<file path="config.mk">
export PLATFORM = sky130hd
export DESIGN_NAME = led_ring_frame_buffer_core
export DESIGN_NICKNAME = d
export VERILOG_FILES = /design/src/lrfb_pkg.sv /design/src/lrfb_cell.sv /design/src/lrfb_mod.sv /design/src/led_ring_frame_buffer_core.sv
export SDC_FILE = /design/constraint.sdc
export NUM_CORES = 2
export LEC_CHECK = 0
export ABC_AREA = 0
export BUFFER_PORTS_ARGS = -buffer_cell sky130_fd_sc_hd__buf_4
export CORE_MARGIN = 3
export CORE_UTILIZATION = 57
export CTS_CLUSTER_DIAMETER = 150
export DETAILED_ROUTE_END_ITERATION = 12
export PLACE_DENSITY = 0.74
export REMOVE_ABC_BUFFERS = 1
export SLEW_MARGIN = 5
export SYNTH_ARGS = -nofsm -noshare
export SYNTH_HDL_FRONTEND = slang
export SYNTH_SLANG_ARGS = --single-unit
</file>
<file path="constraint.sdc">
create_clock -name clk_i -period 3.7 [get_ports clk_i]
set_input_delay 0 -clock clk_i [delete_from_list [all_inputs] [get_ports clk_i]]
set_output_delay 0 -clock clk_i [all_outputs]
set_load 0.05 [all_outputs]
</file>
<file path="src/lrfb_pkg.sv">
// Shared types, widths and codes of the LED ring frame buffer.
`default_nettype none

package lrfb_pkg;

  // Default number of ring cells
  localparam int MAX_RING_SIZE_DEF = 64;

  // Register and field widths
  localparam int RING_SIZE_W = 7;
  localparam int CAL_OFFSET_W = 6;
  localparam int REQ_W = 3;
  localparam int IDX_W = 8;
  localparam int CHAN_W = 8;
  localparam int AMOUNT_W = 8;
  localparam int PIXEL_W = 3 * CHAN_W;

  // Remainder dividend: pixel index plus calibration offset
  localparam int DIVIDEND_W = IDX_W + 1;

  // Port widths
  localparam int S_TDATA_W = IDX_W + 3 * CHAN_W + AMOUNT_W;
  localparam int M_TDATA_W = 3 * CHAN_W;
  localparam int CFG_IDX_W = 1;
  localparam int CFG_DATA_W = RING_SIZE_W;

  // Register reset values
  localparam logic [RING_SIZE_W-1:0] RING_SIZE_RST = RING_SIZE_W'(64);
  localparam logic [CAL_OFFSET_W-1:0] CAL_OFFSET_RST = '0;

  // Configuration register indexes
  localparam logic [CFG_IDX_W-1:0] CFG_RING_SIZE = 1'b0;
  localparam logic [CFG_IDX_W-1:0] CFG_CAL_OFFSET = 1'b1;

  // Request codes
  localparam logic [REQ_W-1:0] REQ_WRITE = 3'd0;
  localparam logic [REQ_W-1:0] REQ_READ = 3'd1;
  localparam logic [REQ_W-1:0] REQ_CLEAR = 3'd2;
  localparam logic [REQ_W-1:0] REQ_FILL = 3'd3;
  localparam logic [REQ_W-1:0] REQ_ROTL = 3'd4;
  localparam logic [REQ_W-1:0] REQ_ROTR = 3'd5;

  // One pixel: red 23..16, green 15..8, blue 7..0
  typedef logic [PIXEL_W-1:0] pixel_t;

  // Control broadcast to every ring cell
  typedef struct packed {
    logic   shift;
    pixel_t wrap;
  } cell_ctl_t;

endpackage

`default_nettype wire

</file>
<file path="src/lrfb_cell.sv">
// One ring cell: holds a pixel and takes its right neighbor on a shift.
`default_nettype none

module lrfb_cell #(
  parameter int IDX = 0,
  parameter int IW  = 6
) (
  input  wire logic               clk_i,
  input  wire logic               rst_ni,
  input  wire lrfb_pkg::cell_ctl_t ctl_i,
  input  wire logic [IW-1:0]      last_idx_i,
  input  wire lrfb_pkg::pixel_t   right_i,
  output lrfb_pkg::pixel_t        pix_o
);
  import lrfb_pkg::*;

  localparam logic [IW-1:0] MY_IDX = IW'(IDX);

  pixel_t pix_q, pix_d;
  logic   in_ring;
  logic   is_last;

  assign in_ring = (MY_IDX <= last_idx_i);
  assign is_last = (MY_IDX == last_idx_i);

  // Advance one slot left; the last ring cell takes the wrap value
  always_comb begin
    pix_d = pix_q;
    if (ctl_i.shift && in_ring) begin
      pix_d = is_last ? ctl_i.wrap : right_i;
    end
  end

  always_ff @(posedge clk_i or negedge rst_ni) begin
    if (!rst_ni) begin
      pix_q <= '0;
    end else begin
      pix_q <= pix_d;
    end
  end

  assign pix_o = pix_q;

endmodule

`default_nettype wire

</file>
<file path="src/lrfb_mod.sv">
// Bit-serial remainder unit: one dividend bit per cycle.
`default_nettype none

module lrfb_mod #(
  parameter int NW = 7
) (
  input  wire logic                              clk_i,
  input  wire logic                              rst_ni,
  input  wire logic                              start_i,
  input  wire logic [lrfb_pkg::DIVIDEND_W-1:0]   dividend_i,
  input  wire logic [NW-1:0]                     divisor_i,
  output logic                                   done_o,
  output logic [NW-1:0]                          rem_o
);
  import lrfb_pkg::*;

  localparam int CNT_W = $clog2(DIVIDEND_W + 1);

  logic [DIVIDEND_W-1:0] dvd_q, dvd_d;
  logic [NW-1:0]         rem_q, rem_d;
  logic [CNT_W-1:0]      cnt_q, cnt_d;
  logic                  busy_q, busy_d;
  logic                  done_q, done_d;
  logic [NW:0]           trial;
  logic [NW:0]           div_ext;

  assign div_ext = {1'b0, divisor_i};
  assign trial   = {rem_q, dvd_q[DIVIDEND_W-1]};

  // Shift in the next bit and subtract the divisor when it fits
  always_comb begin
    dvd_d  = dvd_q;
    rem_d  = rem_q;
    cnt_d  = cnt_q;
    busy_d = busy_q;
    done_d = 1'b0;
    if (start_i) begin
      dvd_d  = dividend_i;
      rem_d  = '0;
      cnt_d  = CNT_W'(DIVIDEND_W);
      busy_d = 1'b1;
    end else if (busy_q) begin
      dvd_d = {dvd_q[DIVIDEND_W-2:0], 1'b0};
      rem_d = (trial >= div_ext) ? NW'(trial - div_ext) : NW'(trial);
      cnt_d = cnt_q - CNT_W'(1);
      if (cnt_q == CNT_W'(1)) begin
        busy_d = 1'b0;
        done_d = 1'b1;
      end
    end
  end

  always_ff @(posedge clk_i or negedge rst_ni) begin
    if (!rst_ni) begin
      cnt_q  <= '0;
      busy_q <= 1'b0;
      done_q <= 1'b0;
    end else begin
      cnt_q  <= cnt_d;
      busy_q <= busy_d;
      done_q <= done_d;
    end
  end

  always_ff @(posedge clk_i) begin
    dvd_q <= dvd_d;
    rem_q <= rem_d;
  end

  assign done_o = done_q;
  assign rem_o  = rem_q;

endmodule

`default_nettype wire

</file>
<file path="src/led_ring_frame_buffer_core.sv">
// Top level of the LED ring frame buffer: request sequencer and ring of cells.
`default_nettype none

// Pixel store for an LED ring of up to MAX_RING_SIZE RGB pixels, held in a
// ring of cells that can only shift left by one slot per cycle, the value
// leaving slot 0 re-entering at slot n-1 (n is the ring size register,
// zero read as one and saturated at MAX_RING_SIZE). Every request returns
// one result, nonzero only for a read. A request first reduces its index
// or rotate amount modulo n in a bit-serial remainder unit, then shifts the
// ring: read, write, clear and fill make one full turn of n shifts (a read
// captures slot 0 on the way, a clear and a fill replace every wrapping
// value and a write only the one for its target), rotate left by k takes
// k shifts and rotate right by k takes n-k shifts, none for k zero. Only
// one request is in work at a time; the result sits in an output register
// so the next request is taken while it waits. Configuration writes are
// taken in any cycle and are meant for idle times.
module led_ring_frame_buffer_core #(
  parameter int MAX_RING_SIZE = lrfb_pkg::MAX_RING_SIZE_DEF
) (
  input  wire logic                              clk_i,
  input  wire logic                              rst_ni,
  // Config write channel
  input  wire logic                              cfg_valid_i,
  output logic                                   cfg_ready_o,
  input  wire logic [lrfb_pkg::CFG_IDX_W-1:0]    cfg_index_i,
  input  wire logic [lrfb_pkg::CFG_DATA_W-1:0]   cfg_data_i,
  // Request stream
  input  wire logic                              s_tvalid_i,
  output logic                                   s_tready_o,
  // tdata: pixel_index, red_in, green_in, blue_in, rotate_amount
  input  wire logic [lrfb_pkg::S_TDATA_W-1:0]    s_tdata_i,
  // tuser: req_type
  input  wire logic [lrfb_pkg::REQ_W-1:0]        s_tuser_i,
  // Result stream
  output logic                                   m_tvalid_o,
  input  wire logic                              m_tready_i,
  // tdata: red_out, green_out, blue_out
  output logic [lrfb_pkg::M_TDATA_W-1:0]         m_tdata_o
);
  import lrfb_pkg::*;

  localparam int NW = $clog2(MAX_RING_SIZE + 1);
  localparam int IW = $clog2(MAX_RING_SIZE);
  localparam int CW = (NW > RING_SIZE_W) ? NW : RING_SIZE_W;

  typedef enum logic [3:0] {
    ST_IDLE  = 4'b0001,
    ST_MOD   = 4'b0010,
    ST_SHIFT = 4'b0100,
    ST_DONE  = 4'b1000
  } state_e;

  state_e                  state_q, state_d;
  logic [RING_SIZE_W-1:0]  ring_size_q, ring_size_d;
  logic [CAL_OFFSET_W-1:0] cal_off_q, cal_off_d;
  logic [REQ_W-1:0]        req_q, req_d;
  pixel_t                  colour_q, colour_d;
  pixel_t                  res_q, res_d;
  pixel_t                  out_q, out_d;
  logic                    out_valid_q, out_valid_d;
  logic [NW-1:0]           cnt_q, cnt_d;
  logic [NW-1:0]           shift_q, shift_d;
  logic [NW-1:0]           tgt_q, tgt_d;

  logic [CW-1:0]           rs_ext;
  logic [NW-1:0]           n_eff;
  logic [IW-1:0]           last_idx;
  logic                    in_accept;
  logic                    cfg_accept;
  logic [DIVIDEND_W-1:0]   dividend;
  logic                    mod_done;
  logic [NW-1:0]           mod_rem;
  logic                    shift_en;
  cell_ctl_t               ctl;
  pixel_t                  pix [MAX_RING_SIZE];

  logic [IDX_W-1:0]        in_idx;
  logic [AMOUNT_W-1:0]     in_amount;
  pixel_t                  in_colour;

  assign in_idx    = s_tdata_i[IDX_W-1:0];
  assign in_colour = {s_tdata_i[IDX_W +: CHAN_W],
                      s_tdata_i[IDX_W + CHAN_W +: CHAN_W],
                      s_tdata_i[IDX_W + 2*CHAN_W +: CHAN_W]};
  assign in_amount = s_tdata_i[IDX_W + 3*CHAN_W +: AMOUNT_W];

  assign cfg_ready_o = 1'b1;
  assign cfg_accept  = cfg_valid_i && cfg_ready_o;
  assign s_tready_o  = (state_q == ST_IDLE);
  assign in_accept   = s_tvalid_i && s_tready_o;

  // Effective ring size: zero reads as one, saturate at the cell count
  assign rs_ext = CW'(ring_size_q);
  always_comb begin
    priority if (rs_ext == '0) begin
      n_eff = NW'(1);
    end else if (rs_ext > CW'(MAX_RING_SIZE)) begin
      n_eff = NW'(MAX_RING_SIZE);
    end else begin
      n_eff = NW'(rs_ext);
    end
  end
  assign last_idx = IW'(n_eff - NW'(1));

  // Config register writes
  always_comb begin
    ring_size_d = ring_size_q;
    cal_off_d   = cal_off_q;
    if (cfg_accept) begin
      unique case (cfg_index_i)
        CFG_RING_SIZE:  ring_size_d = cfg_data_i;
        CFG_CAL_OFFSET: cal_off_d   = cfg_data_i[CAL_OFFSET_W-1:0];
        default:        ;
      endcase
    end
  end

  // Pick the value to reduce modulo the ring size
  always_comb begin
    priority if (s_tuser_i == REQ_WRITE) begin
      dividend = DIVIDEND_W'(in_idx) + DIVIDEND_W'(cal_off_q);
    end else if (s_tuser_i == REQ_READ) begin
      dividend = DIVIDEND_W'(in_idx);
    end else begin
      dividend = DIVIDEND_W'(in_amount);
    end
  end

  lrfb_mod #(
    .NW(NW)
  ) u_mod (
    .clk_i      (clk_i),
    .rst_ni     (rst_ni),
    .start_i    (in_accept),
    .dividend_i (dividend),
    .divisor_i  (n_eff),
    .done_o     (mod_done),
    .rem_o      (mod_rem)
  );

  // Value re-entering at the last ring slot
  always_comb begin
    ctl.shift = shift_en;
    priority if (req_q == REQ_CLEAR || req_q == REQ_FILL) begin
      ctl.wrap = colour_q;
    end else if (req_q == REQ_WRITE && cnt_q == tgt_q) begin
      ctl.wrap = colour_q;
    end else begin
      ctl.wrap = pix[0];
    end
  end

  // Ring of cells
  for (genvar gi = 0; gi < MAX_RING_SIZE; gi++) begin : g_cell
    localparam int NXT = (gi == MAX_RING_SIZE - 1) ? gi : gi + 1;
    lrfb_cell #(
      .IDX(gi),
      .IW (IW)
    ) u_cell (
      .clk_i      (clk_i),
      .rst_ni     (rst_ni),
      .ctl_i      (ctl),
      .last_idx_i (last_idx),
      .right_i    (pix[NXT]),
      .pix_o      (pix[gi])
    );
  end

  // Request sequencer
  always_comb begin
    state_d     = state_q;
    req_d       = req_q;
    colour_d    = colour_q;
    res_d       = res_q;
    out_d       = out_q;
    out_valid_d = out_valid_q;
    cnt_d       = cnt_q;
    shift_d     = shift_q;
    tgt_d       = tgt_q;
    shift_en    = 1'b0;

    // Drop the result once taken
    if (out_valid_q && m_tready_i) begin
      out_valid_d = 1'b0;
    end

    unique case (state_q)
      ST_IDLE: begin
        if (in_accept) begin
          req_d    = s_tuser_i;
          colour_d = (s_tuser_i == REQ_CLEAR) ? '0 : in_colour;
          res_d    = '0;
          state_d  = ST_MOD;
        end
      end
      ST_MOD: begin
        if (mod_done) begin
          tgt_d = mod_rem;
          cnt_d = '0;
          priority if (req_q == REQ_WRITE || req_q == REQ_READ ||
                       req_q == REQ_CLEAR || req_q == REQ_FILL) begin
            shift_d = n_eff;
          end else if (req_q == REQ_ROTL) begin
            shift_d = mod_rem;
          end else if (req_q == REQ_ROTR) begin
            shift_d = (mod_rem == '0) ? '0 : n_eff - mod_rem;
          end else begin
            shift_d = '0;
          end
          state_d = ST_SHIFT;
        end
      end
      ST_SHIFT: begin
        if (cnt_q == shift_q) begin
          state_d = ST_DONE;
        end else begin
          shift_en = 1'b1;
          cnt_d    = cnt_q + NW'(1);
          if (req_q == REQ_READ && cnt_q == tgt_q) begin
            res_d = pix[0];
          end
        end
      end
      ST_DONE: begin
        if (!out_valid_q || m_tready_i) begin
          out_d       = res_q;
          out_valid_d = 1'b1;
          state_d     = ST_IDLE;
        end
      end
      default: state_d = ST_IDLE;
    endcase
  end

  always_ff @(posedge clk_i or negedge rst_ni) begin
    if (!rst_ni) begin
      state_q     <= ST_IDLE;
      ring_size_q <= RING_SIZE_RST;
      cal_off_q   <= CAL_OFFSET_RST;
      out_valid_q <= 1'b0;
      cnt_q       <= '0;
      shift_q     <= '0;
    end else begin
      state_q     <= state_d;
      ring_size_q <= ring_size_d;
      cal_off_q   <= cal_off_d;
      out_valid_q <= out_valid_d;
      cnt_q       <= cnt_d;
      shift_q     <= shift_d;
    end
  end

  always_ff @(posedge clk_i) begin
    req_q    <= req_d;
    colour_q <= colour_d;
    res_q    <= res_d;
    out_q    <= out_d;
    tgt_q    <= tgt_d;
  end

  assign m_tvalid_o = out_valid_q;
  assign m_tdata_o  = {out_q[CHAN_W-1:0], out_q[CHAN_W +: CHAN_W],
                       out_q[2*CHAN_W +: CHAN_W]};

`ifndef SYNTH
  a_mod_done_in_mod: assert property (@(posedge clk_i) disable iff (!rst_ni)
    mod_done |-> (state_q == ST_MOD))
    else $error("remainder finished outside the remainder phase");

  a_rem_below_size: assert property (@(posedge clk_i) disable iff (!rst_ni)
    mod_done |-> (mod_rem < n_eff))
    else $error("remainder not below ring size");

  a_cnt_in_range: assert property (@(posedge clk_i) disable iff (!rst_ni)
    (state_q == ST_SHIFT) |-> (cnt_q <= shift_q))
    else $error("shift counter passed its target");

  a_shift_bounded: assert property (@(posedge clk_i) disable iff (!rst_ni)
    (state_q == ST_SHIFT) |-> (shift_q <= n_eff))
    else $error("shift count exceeds one ring turn");

  a_accept_starts_mod: assert property (@(posedge clk_i) disable iff (!rst_ni)
    in_accept |=> (state_q == ST_MOD))
    else $error("accepted transaction did not start the remainder phase");
`endif

endmodule

`default_nettype wire
</file>
# Yosys cells after proc, flatten, opt, wreduce, memory -nomap -nowiden
# Index checks and enable logic that the tools add are counted.
[totals] ff_bits=1672 latch_bits=0 ramBits=0 mem_bits_ro=0 output_inout_bits=27 elab_cells=428 n_memories=0
[op_classes] addsub=6 n_mul=0 div=0 n_lt_le_gt_ge=66 n_eq_ne=83 n_shift=0 n_mux=101 n_bitwise=1 reduce_logical=91
[ops] cell="$mux 24" n=68
[ops] cell="$eq 6x6->1 const A" n=32
[ops] cell="$le 6x6->1 const A" n=32
[ops] cell="$eq 5x6->1 const A" n=16
[ops] cell="$le 5x6->1 const A" n=16
[ops] cell="$logic_and 1x1->1" n=68
[ops] cell="$mux 7" n=9
[ops] cell="$eq 4x6->1 const A" n=8
[ops] cell="$le 4x6->1 const A" n=8
[ops] cell="$pmux 24 s2" n=1
[ops] cell="$mux 9" n=3
[ops] cell="$eq 3x6->1 const A" n=4
[ops] cell="$le 3x6->1 const A" n=4
[ops] cell="$mux 4" n=6
[ops] cell="$pmux 4 s4" n=1
[ops] cell="$eq 7x7->1" n=2
[ops] cell="$logic_not 7->1" n=2
[ops] cell="$pmux 7 s2" n=1
[ops] cell="$sub 7x7->7" n=2
[ops] cell="$eq 2x6->1 const A" n=2
[ops] cell="$le 1x6->1 const A" n=2
[ops] cell="$le 2x6->1 const A" n=2
[ops] cell="$reduce_and 2->1" n=6
[ops] cell="$mux 1" n=11
[ops] cell="25 further kinds" n=42

# Depth between registers and ports, before layout
[depth] ltp_word=8 mapped_depth=17 ltp_nobuf=12

# Worst setup path before layout
# OpenSTA, ideal clock, no wires.
[synth_timing] path_type="flip-flop to flip-flop" startpoint="register state_q[0]" endpoint="register res_q[0] (enable)" setup_time_ns=0.420 arrival_time_ns=5.404 required_time_ns=3.280 slack_ns=-2.124 stages_incl_launch_ff=7 n_path_buf=1 synth_period_minus_slack_ns=5.824 cell_sequence="dfstp_2 -> nor4b_1 -> nand2_1 -> inv_1 -> clkbuf_1 -> a31oi_1 -> a31oi_1"
[synth_between] elab_chain_len=4
[synth_lines] item="start, declared" line_no="led_ring_frame_buffer_core.sv:53" rtl="state_e state_q, state_d;"
[synth_lines] item="start signal, assigned" line_no="led_ring_frame_buffer_core.sv:244" rtl="state_q <= state_d;"
[synth_lines] item="$eq 4x1->1" line_no="led_ring_frame_buffer_core.sv:89" rtl="assign s_tready_o = (state_q == ST_IDLE);"
[synth_lines] item="net s_tready_o" line_no="led_ring_frame_buffer_core.sv:29" rtl="output logic s_tready_o,"
[synth_lines] item="$logic_and 1x1->1" line_no="led_ring_frame_buffer_core.sv:90" rtl="assign in_accept = s_tvalid_i && s_tready_o;"
[synth_lines] item="net in_accept" line_no="led_ring_frame_buffer_core.sv:68" rtl="logic in_accept;"
[synth_lines] item="$ne 2x1->1 (no source line)"
[synth_lines] item="$reduce_and 4->1 (no source line)"
[synth_lines] item="end signal, assigned" line_no="led_ring_frame_buffer_core.sv:256" rtl="res_q <= res_d;"
[synth_lines] item="end, declared" line_no="led_ring_frame_buffer_core.sv:58" rtl="pixel_t res_q, res_d;"
# The timed path passes the listed nets, and every way through them passes these cells.
# A chain may end at the register's enable or synchronous reset.

# Worst setup path in the final report
[layout_timing] startpoint="register ring_size_q[4]" endpoint="register g_cell[55].u_cell.pix_q[7]"
[layout_between] elab_chain_len=6
[layout_lines] item="start, declared" line_no="led_ring_frame_buffer_core.sv:54" rtl="logic [RING_SIZE_W-1:0] ring_size_q, ring_size_d;"
[layout_lines] item="start signal, assigned" line_no="led_ring_frame_buffer_core.sv:245" rtl="ring_size_q <= ring_size_d;"
[layout_lines] item="$gt 7x7->1" line_no="led_ring_frame_buffer_core.sv:97" rtl="end else if (rs_ext > CW'(MAX_RING_SIZE)) begin"
[layout_lines] item="$mux 7" line_no="led_ring_frame_buffer_core.sv:97"
[layout_lines] item="$mux 7 *" line_no="led_ring_frame_buffer_core.sv:95" rtl="priority if (rs_ext == '0) begin"
[layout_lines] item="$sub 6x1->6 *" line_no="led_ring_frame_buffer_core.sv:103" rtl="assign last_idx = IW'(n_eff - NW'(1));"
[layout_lines] item="$le 6x6->1 or $eq 6x6->1 (tied branches)" line_no="lrfb_cell.sv:23, lrfb_cell.sv:24"
[layout_lines] item="$logic_and 1x1->1 or $mux 24 (tied branches)" line_no="lrfb_cell.sv:29, lrfb_cell.sv:30"
[layout_lines] item="end signal, assigned" line_no="lrfb_cell.sv:38" rtl="pix_q <= pix_d;"
[layout_lines] item="end, declared" line_no="lrfb_cell.sv:19" rtl="pixel_t pix_q, pix_d;"
# Mark *: on every way between the ends. The rest lies on a longest branch, timed or not.

==> impl_metrics.env <==
export IMPL_slowest_stage="o311ai_2"
export IMPL_fmax_ghz=0.2741
export IMPL_dieHeight_um=376.0
export IMPL_antenna_found_initial=18
export IMPL_period_needed_ns=3.649
export IMPL_synthArstFlopShare_pct=94.14
export IMPL_synth_most_common_cell="dfrtp_1"
export IMPL_dp_slack_ns=-0.3256
export IMPL_yosys_top_cells_area="dfrtp_1 50%, mux2i_1 12%, o21ai_0 7.6%, nand2_1 6.3%, edfxtp_1 3.5%"
export IMPL_hold_violations=0
export IMPL_cts_tree="built"
export IMPL_grt_total_usage_pct=37.40
export IMPL_ys_warn_count=0
export IMPL_min_from="cfg_data_i[5]"
export IMPL_drive_gt1_share_pct=15.89
export IMPL_p_int_mw=32.77
export IMPL_hp_class="in -> reg"
export IMPL_fill_cells=10142
export IMPL_syn2layout_area_growth_pct=17.71
export IMPL_crit_family="compound AO/OA/AOI/OAI gates"
export IMPL_skew_ns=0.02957
export IMPL_cap_violations=0
export IMPL_worstSetupStartpoint="ring_size_q[4]$_DFFE_PN0P_"
export IMPL_start_kind="register"
export IMPL_drcViolationCount=0
export IMPL_synth_edff_count=91
export IMPL_grt_pass1_wl_um=397800
export IMPL_root_buffer="clkbuf_16"
export IMPL_clkPwrFrac_pct=37.5
export IMPL_grtUsageMet1_pct=49.53
export IMPL_r2r_slack_ns=0.05
export IMPL_busiest_layer="met2"
export IMPL_core_um2=135600
export IMPL_ir_drop_uv=491.9
export IMPL_setup_viol=0
export IMPL_crit_path_max_incr_delay_ns=0.65
export IMPL_worst_slew_pin_slew_ns=0.9789
export IMPL_p_seq_share_pct=40.2
export IMPL_synth_top_cell_area_share_pct=50.40
export IMPL_synthCells=7730
export IMPL_timing_final_crit_share_pct=98.61
export IMPL_end_kind="register"
export IMPL_cts_buffers=171
export IMPL_cts_buffer_depth=3
export IMPL_power_switching_mw=15.75
export IMPL_leakagePower_nw=40.94
export IMPL_grt_pass1_vias=62236
export IMPL_drtPass1Iterations=6
export IMPL_rsz0062_at_grt="no"
export IMPL_combPwrFrac_pct=22.3
export IMPL_max_slew_margin_pct=34.60
export IMPL_fin_util_pct=67.73
export IMPL_synth_seq_cells=1672
export IMPL_cp_required_ns=4.41
export IMPL_arrival_ns=4.36
export IMPL_yosysSeqAreaShare_pct=54.15
export IMPL_io_pins=83
export IMPL_status="finished clean"
export IMPL_whs_ns=0.04195
export IMPL_ant_nets=0
export IMPL_clkSinkCount=1672
export IMPL_ys_flop_type="dfrtp_1"
export IMPL_cp_max_fo=48
export IMPL_power_mw=48.52
export IMPL_die_x_um=376.0
export IMPL_rows=135
export IMPL_power_density_nw_per_um2=528.2
export IMPL_synth_cell_types=94
export IMPL_hpwl_um=169000
export IMPL_critPathKind="reg -> reg"
export IMPL_placed_area_um2=84950
export IMPL_port_buffers=81
export IMPL_clk_latency_ns=0.81
export IMPL_syn_area_um2=78040
export IMPL_finalInstanceArea_um2=91860
export IMPL_wl_um=264800
export IMPL_initial_core_util_pct=57.54
export IMPL_synth_top_area_cell="dfrtp_1"
export IMPL_switching_share_pct=32.47
export IMPL_gp_congestion=1.009
export IMPL_timing_critical_path_cells="or4_4, o21ai_4, nand2_1, ha_2, buf_12, xnor2_4, buf_4, nor4_1, buf_4, o311ai_2, buf_12, nand2_1, o21ai_0"
export IMPL_vias=62512
export IMPL_synth_avg_cell_area_um2=10.10
export IMPL_wl_per_cell_um=26.87
export IMPL_r2r_start="ring_size_q[4]$_DFFE_PN0P_"
export IMPL_slew_viol_final=0
export IMPL_met3_usage_pct=8.835
export IMPL_avgViaCountPerCell=6.343
export IMPL_grt_ovfl_total=0
export IMPL_clk_pin_slew_ns=0.06
export IMPL_cts_htree_levels=4
export IMPL_netlist_top_cells_count="1572 x dfrtp_1, 1302 x nand2_1, 1189 x o21ai_0, 927 x mux2i_1, 468 x nor2_1"
export IMPL_nets=8002
export IMPL_drtIter0Drc=7059
export IMPL_critical_path_buf_inv_count=4
export IMPL_gr_usage_met2_pct=56.27
export IMPL_setup_ws_ns=0.05133
export IMPL_grt_max_degree=117
export IMPL_die_area_um2=141400
==> final timing paths <==
kind                                                            to  cells after the start
max reg2reg                 g_cell[55].u_cell.pix_o[7]$_DFFE_PN0P_                     13
min                                     ring_size_q[5]$_DFFE_PN0P_                      3
max                         g_cell[55].u_cell.pix_o[7]$_DFFE_PN0P_                     13
max in group asynchronous  g_cell[27].u_cell.pix_o[14]$_DFFE_PN0P_                      3
min reg2reg                                    out_q[18]$_DFFE_PP_                      0
min in group asynchronous  g_cell[40].u_cell.pix_o[13]$_DFFE_PN0P_                      3
==> cell usage in the layout (no fill, tap or decap), types with 175 or more instances in the layout <==
master / instances
a21oi_1: 236
buf_12: 196
buf_4: 420
clkbuf_16: 175
dfrtp_1: 1572
mux2_2: 205
mux2i_1: 899
nand2_1: 1302
nor2_1: 464
o21ai_0: 1164
o21ai_1: 358
==> power by group through the flow <==
stage	Sequential [mW]	Combinational [mW]	Clock, mW
floorplan	19.6	3.87	0
global placement	19.8	10.1	0
detailed placement	19.8	10.2	0
CTS	19.5	10.4	18.3
global route	19.5	11.0	19.0
finish	19.5	10.8	18.2
==> per-stage QoR <==
stage                TNS [ns]  std cells
floorplan            -5006.50       7043
global placement       -97.45       9442
detailed placement     -70.91       9442
CTS                 -0.005202       9836
global route                0       9837
finish                      0       9855
==> what timing repair did <==
action                                 4_1_cts  5_1_grt
pin swaps                                    2        2
gates cloned                                 0        1
hold buffers                                83        0
setup endpoints to repair                 1225      452
resized for setup                            8       15
buffers inserted                             0        0
endpoints found under the hold margin     1493        0
==> final cells by class <==
class	count	area, um^2	share of cell area, %
diodes	18	45.04	0.04903
flip-flops and latches	1672	42260	46.01
inverters	31	116.4	0.1267
clock inverters	63	893.4	0.9725
well taps	1781	2228	2.426
clock buffers	248	5012	5.456
multi-input cells	5340	33320	36.27
repair buffers	702	7989	8.696
==> cell families (layout without fill, tap and decap cells) <==
kind of cell	Yosys count	in the layout	synth area share, %
AO/OA/AOI/OAI	2121	2121	15.16
AND/OR/NAND/NOR	2001	2001	10.51
flip-flops	1672	1672	54.15
multiplexers	1157	1157	15.22
buffers and inverters	718	1044	4.096
XOR/XNOR	31	31	0.3575
adder cells (fa/ha/maj)	29	29	0.4906
other	1	19	0.004805
==> registers in the layout (all words and copies together), names as in the netlist, 4 cells and up <==
signal and count:
g_cell.u_cell.pix_o 1536, colour_q 24, out_q 24, res_q 24, u_mod.dvd_q 9, cnt_q 7
ring_size_q 7, shift_q 7, tgt_q 7, u_mod.rem_o 7, cal_off_q 6, state_q 4
u_mod.cnt_q 4
==> layer usage <==
metal	vias to the layer above	share of wire, %
met5	-	0.030
met4	12	6.4
met3	835	9.2
met2	3084	45
met1	31252	40
li1	27329	-
==> worst reg2reg max path: stages (launching register included) <==
cell,delay [ns]
dfrtp_1,0.38
or4_4,0.57
o21ai_4,0.24
nand2_1,0.11
ha_2,0.25
buf_12,0.15
xnor2_4,0.26
buf_4,0.19
nor4_1,0.05
buf_4,0.20
o311ai_2,0.65
buf_12,0.30
nand2_1,0.12
o21ai_0,0.08
(Power assumes the default switching activity.)
